[src/rtl/core/ctag_pkg.sv]
package ctag_pkg;

  localparam int SET_BITS = 12;
  localparam int WAYS = 4;
  localparam int ADDRESS_BITS = 32;

  localparam int SET_W = SET_BITS;
  localparam int TAG_W = ADDRESS_BITS;
  localparam int WAY_W = 2;
  localparam int OP_W = 2;
  localparam int RAM_AW = SET_BITS + 1;
  localparam int RAM_DEPTH = 2 ** RAM_AW;
  localparam int IB_W = $clog2(SET_BITS + 1) > 4 ? $clog2(SET_BITS + 1) : 4;
  localparam int SH_W = IB_W + 1;

  localparam int PADDR_W = 4;
  localparam int IN_TDATA_W = ((OP_W + ADDRESS_BITS + 7) / 8) * 8;
  localparam int OUT_TDATA_W = 8;

  localparam logic [OP_W-1:0] OP_FETCH = 2'd2;

  localparam logic [1:0] REG_SPLIT_MODE = 2'd0;
  localparam logic [1:0] REG_FOUR_WAY = 2'd1;
  localparam logic [1:0] REG_OFFSET_BITS = 2'd2;
  localparam logic [1:0] REG_INDEX_BITS = 2'd3;

  typedef struct packed {
    logic valid;
    logic [TAG_W-1:0] tag;
  } entry_t;

  typedef struct packed {
    logic [WAY_W-1:0] ptr;
    entry_t [WAYS-1:0] ways;
  } row_t;

  typedef enum logic [1:0] {
    ST_CLEAR,
    ST_IDLE,
    ST_LOOKUP,
    ST_COMMIT
  } state_t;

  typedef struct packed {
    logic clr;
    logic load_in;
    logic rd;
    logic commit;
  } cmd_t;

  typedef struct packed {
    logic clr_last;
    logic out_full;
  } status_t;

endpackage

[src/rtl/core/ctag_ctrl.sv]
module ctag_ctrl (
  input  logic             clk,
  input  logic             rst,
  input  logic             in_valid,
  output logic             in_ready,
  input  ctag_pkg::status_t stat,
  output ctag_pkg::cmd_t    cmd
);
  import ctag_pkg::*;

  state_t state;
  state_t state_next;

  always_ff @(posedge clk) begin
    if (rst) begin
      state <= ST_CLEAR;
    end else begin
      state <= state_next;
    end
  end

  always_comb begin
    state_next = state;
    case (state)
      ST_CLEAR: begin
        if (stat.clr_last) state_next = ST_IDLE;
      end
      ST_IDLE: begin
        if (in_valid) state_next = ST_LOOKUP;
      end
      ST_LOOKUP: begin
        state_next = ST_COMMIT;
      end
      ST_COMMIT: begin
        if (!stat.out_full) state_next = ST_IDLE;
      end
      default: begin
        state_next = ST_CLEAR;
      end
    endcase
  end

  always_comb begin
    cmd = '0;
    in_ready = 1'b0;
    case (state)
      ST_CLEAR: begin
        cmd.clr = 1'b1;
      end
      ST_IDLE: begin
        in_ready = 1'b1;
        cmd.load_in = in_valid;
      end
      ST_LOOKUP: begin
        cmd.rd = 1'b1;
      end
      ST_COMMIT: begin
        cmd.commit = !stat.out_full;
      end
      default: begin
        cmd = '0;
      end
    endcase
  end

  a_accept_to_lookup: assert property (@(posedge clk) disable iff (rst)
    (in_valid && in_ready) |=> (state == ST_LOOKUP))
    else $error("accepted transaction did not start a lookup");

endmodule

[config.mk]
export PLATFORM = sky130hd
export DESIGN_NAME = ctag_ctrl
export DESIGN_NICKNAME = d
export VERILOG_FILES = /design/src/rtl/core/ctag_pkg.sv /design/src/rtl/core/ctag_ctrl.sv
export SDC_FILE = /design/constraint.sdc
export NUM_CORES = 1
export LEC_CHECK = 0
export BUFFER_PORTS_ARGS = -buffer_cell sky130_fd_sc_hd__buf_2
export CAP_MARGIN = 20
export CORE_AREA = 2 2 39 41
export CTS_CLUSTER_SIZE = 8
export DETAILED_ROUTE_END_ITERATION = 6
export DIE_AREA = 0 0 41 43
export GPL_ROUTABILITY_DRIVEN = 0
export PLACE_DENSITY_LB_ADDON = 0.15
export REMOVE_ABC_BUFFERS = 1
export SLEW_MARGIN = 25
export SYNTH_ARGS = -nofsm -noshare
export SYNTH_HDL_FRONTEND = slang
export SYNTH_SLANG_ARGS = --single-unit
export TNS_END_PERCENT = 30
[constraint.sdc]
create_clock -name clk -period 1.49 [get_ports clk]
set_clock_uncertainty 0.15 [all_clocks]
set_input_delay 0.149 -clock clk [delete_from_list [all_inputs] [get_ports clk]]
set_output_delay 0.149 -clock clk [all_outputs]
set_load 0.02 [all_outputs]
* Word-level counts from Yosys, hierarchy flattened
Cells that the tools add are included.
Word-level totals: bits in registers 2, bits of input ports 5, output and inout port bits 5, logic and storage cells 19
Operators by class: equal/unequal tests 6, mux-type cells 9, reduce and logical (&&, ||, !) cells 3
Operators with widths (count):
- $pmux 2 s4 | 1
- $mux 2 | 3
- $ne 2x2->1 const B | 3
- $mux 1 | 5
- $eq 2x2->1 const B | 2
- $reduce_and 3->1 | 1
- $eq 2x1->1 const B | 1
- $logic_not 2->1 | 1
- $logic_not 1->1 | 1

* Logic depth before layout (Yosys ltp)
word-level depth 3, depth in mapped cells 4, depth with buffers taken out 4

* Least setup slack after synthesis
Ideal clock, no wire load.
path type register -> register, start register state[0], end register state[0], library setup time 0.123 ns, arrival time 1.502 ns, data required time 1.217 ns, setup slack -0.285 ns, stages on the path, launching flop included 5, period minus slack after synthesis 1.775 ns, path through dfxtp_1 inv_1 ha_1 a222oi_1 mux2_1
On the way: cells in the longest elaborated chain, start to end 3, elaborated cells on any way between the ends 9, those cells by class eq/ne: 6; mux: 1; reduce/logical: 2
Ends and longest elaborated chain:
- from (decl) | line ctag_ctrl.sv:11 | state_t state;
- from (signal assigned) | line ctag_ctrl.sv:18 | state <= state_next;
- $eq 2x2->1 (tied with other cells) | line ctag_ctrl.sv:24 | case (state)
- $ne 2x2->1 (no source line)
- $reduce_and 3->1 (no source line)
Parallel ways exist; a longest one is shown, timed or not. A chain may end at the register's enable or synchronous reset.

* Final worst setup path
start register state[1], end register state[0]
The elaborated chain is that of the path after synthesis.

==> results_dict.tcl <==
set metrics [dict create \
    drc_errors 0 \
    worstSkewPairLatency_ns 0.22 \
    largest_reg_flops 2 \
    path_max_fanout 3 \
    register_area_sq_um 45.0 \
    powerDensity_nw_per_um2 1650 \
    io_pins 10 \
    die_area_sq_um 1760 \
    critical_path_required_ns 1.45 \
    first_global_vias 191 \
    first_iter_violations 8 \
    cts_buffers 3 \
    start_util 0.132 \
    num_rows 14 \
    cts.sinks 2 \
    wl_per_cell_um 9.47 \
    ys_types 10 \
    fmax_ghz 0.635 \
    grt_pass1_wl_um 814 \
    finalNetCount 51 \
    hold_depth 3 \
    rsz0062_at_grt "yes" \
    setup_ws_ns -0.0846 \
    hold_viol 0 \
    multi_input_area_sq_um 169 \
    reg_top3 "state (2)" \
    ys_warn_count 0 \
    fill_cells 151 \
    period_needed_ns 1.57 \
    overflow 0 \
    diodes 0 \
    startpoint "state[1]" \
    largest-register "state" \
    r2r-end "state[0]" \
    finalSetupViolCount 2 \
    dp_hpwl_um 372 \
    hold_buffers 0 \
    synth-seq-cells 2 \
    final_common_cell "buf_2" \
    min-delay-start "rst" \
    clock_tree.root_cell "clkbuf_4" \
    clockBufferDepth 2 \
    power.total_mw 0.630 \
    power.leakage_nw 0.191 \
    crit_path_start_kind "flip-flop" \
    grt_use_total 0.0801 \
    worst_path_max_delay_cell "dfxtp_2" \
    critPathMaxStageDelay_ns 0.34 \
    core_sq_um 1380 \
    vias 199 \
    ir_worst_vdd_uv 555 \
    final_layout_size_suffix_gt1_frac 0.718 \
    violations "negative setup slack" \
    cp.arrival_ns 1.53 \
    final_antenna_net_count 0 \
    path_class "reg2reg" \
    dr.pass1.iters 2 \
    maxCapViolCount 0 \
    cts_tree "done" \
    path_buf_inv 2 \
    die_w_um 41 \
    reg2regPathDepth 5 \
    max_slew.worst_pin.slew_ns 0.259 \
    place_ws_ns -0.205 \
    yosysSeqAreaShare 0.219 \
    crit_path_end_kind "flip-flop" \
    crit_chain "inv_4 -> ha_4 -> a222oi_1 -> buf_4 -> mux2_4" \
    layout_common_cells "8 x buf_2, 6 x buf_4, 3 x ha_4, 3 x clkbuf_4" \
    syn_area_sq_um 183 \
    grt_max_degree 5 \
    drt-total-wl_um 521 \
    status "finished with violations" \
    hp-class "in2reg" \
    antenna_found_initial 0 \
    crit-reg2reg-launch "state[1]" \
    synth_cells 20 \
    relSlewSlack 0.827 \
    final_util 0.276 \
    cts.clk_slew.worst_paths_ns 0.03 \
    viasPerCell 3.62 \
    drv_slew 0 \
    port-buffer-count 9 \
    die_h_um 43 \
    period_share 1.06 \
    areaGrowthSynthToFinish_pct 109 \
    rrSetupSlack_ns -0.08 \
    syn_area_per_cell_sq_um 9.13 \
    crit_family "flip-flops" \
    htree_levels 1 \
    whs_endpoint "state[1]" \
]
## how the worst max path moves through the flow
stage | slack [ns] | cells past startpoint | to
final | -0.08 | 5 | state[0]
after detailed placement | -0.20 | 4 | state[0]
after global routing | -0.15 | 5 | state[0]
after CTS | -0.07 | 5 | state[0]
after global placement | -0.22 | 4 | state[0]
after floorplan | -0.28 | 4 | state[0]
## layout make-up
cell class	instances	area share
Multi-Input combinational cell	14	0.443
Timing Repair Buffer	16	0.282
Clock buffer	3	0.0590
Inverter	4	0.0459
Tap cell	16	0.0525
Sequential cell	2	0.118
## cells by family (layout without fill, tap and decap cells)
family / Yosys count / count (layout) / share of synthesized area
mux: 2 / 2 / 0.116
simple gates: 6 / 6 / 0.185
buf+inv: 4 / 23 / 0.0822
compound gates: 1 / 1 / 0.0548
fa+ha+maj: 5 / 5 / 0.342
flops: 2 / 2 / 0.219
## tightest hold or removal path: stages
cell and delay [ns]:
buf_2 0.10, nand2b_1 0.10, mux2i_1 0.06
## timing repair
action / 4_1_cts / 5_1_grt
pin swaps: 1 / 0
endpoints found under the setup margin: 3 / 3
gates resized for setup: 14 / 2
setup buffers: 2 / 0
## per-stage QoR
stage | hold WS, ns | std cells | TNS [ns] | cell area (sq um)
floorplan | 0.179 | 20 | -0.378 | 183
global placement | 0.326 | 50 | -0.377 | 285
detailed placement | 0.331 | 50 | -0.350 | 285
CTS | 0.0866 | 55 | -0.0866 | 375
global route | 0.115 | 55 | -0.286 | 382
finish | 0.0870 | 55 | -0.0928 | 382
## cell usage after synthesis
library cell  count  share of area
ha_1              5           0.34
inv_1             4          0.082
dfxtp_1           2           0.22
nand2b_1          2          0.068
nor2_1            2          0.041
a222oi_1          1          0.055
and2_2            1          0.041
mux2_1            1          0.062
mux2i_1           1          0.055
nor2b_1           1          0.034
## power breakdown
group	internal (mW)	total, mW	switching, mW
combinational	0.220	0.404	0.184
sequential	0.0814	0.107	0.0257
clock	0.0887	0.119	0.0301
total	0.390	0.630	0.240
## routing by layer
| layer | global-route usage | share of wire | vias to the layer above |
|---|---|---|---|
| met2 | 0.109 | 0.50 | 9 |
| met5 | 0 | 0 | - |
| li1 | - | - | 102 |
| met4 | 0.0600 | 0 | 0 |
| met1 | 0.0669 | 0.40 | 88 |
| met3 | 0.0785 | 0.090 | 0 |
No activity file was read; power rests on OpenSTA's default activity.
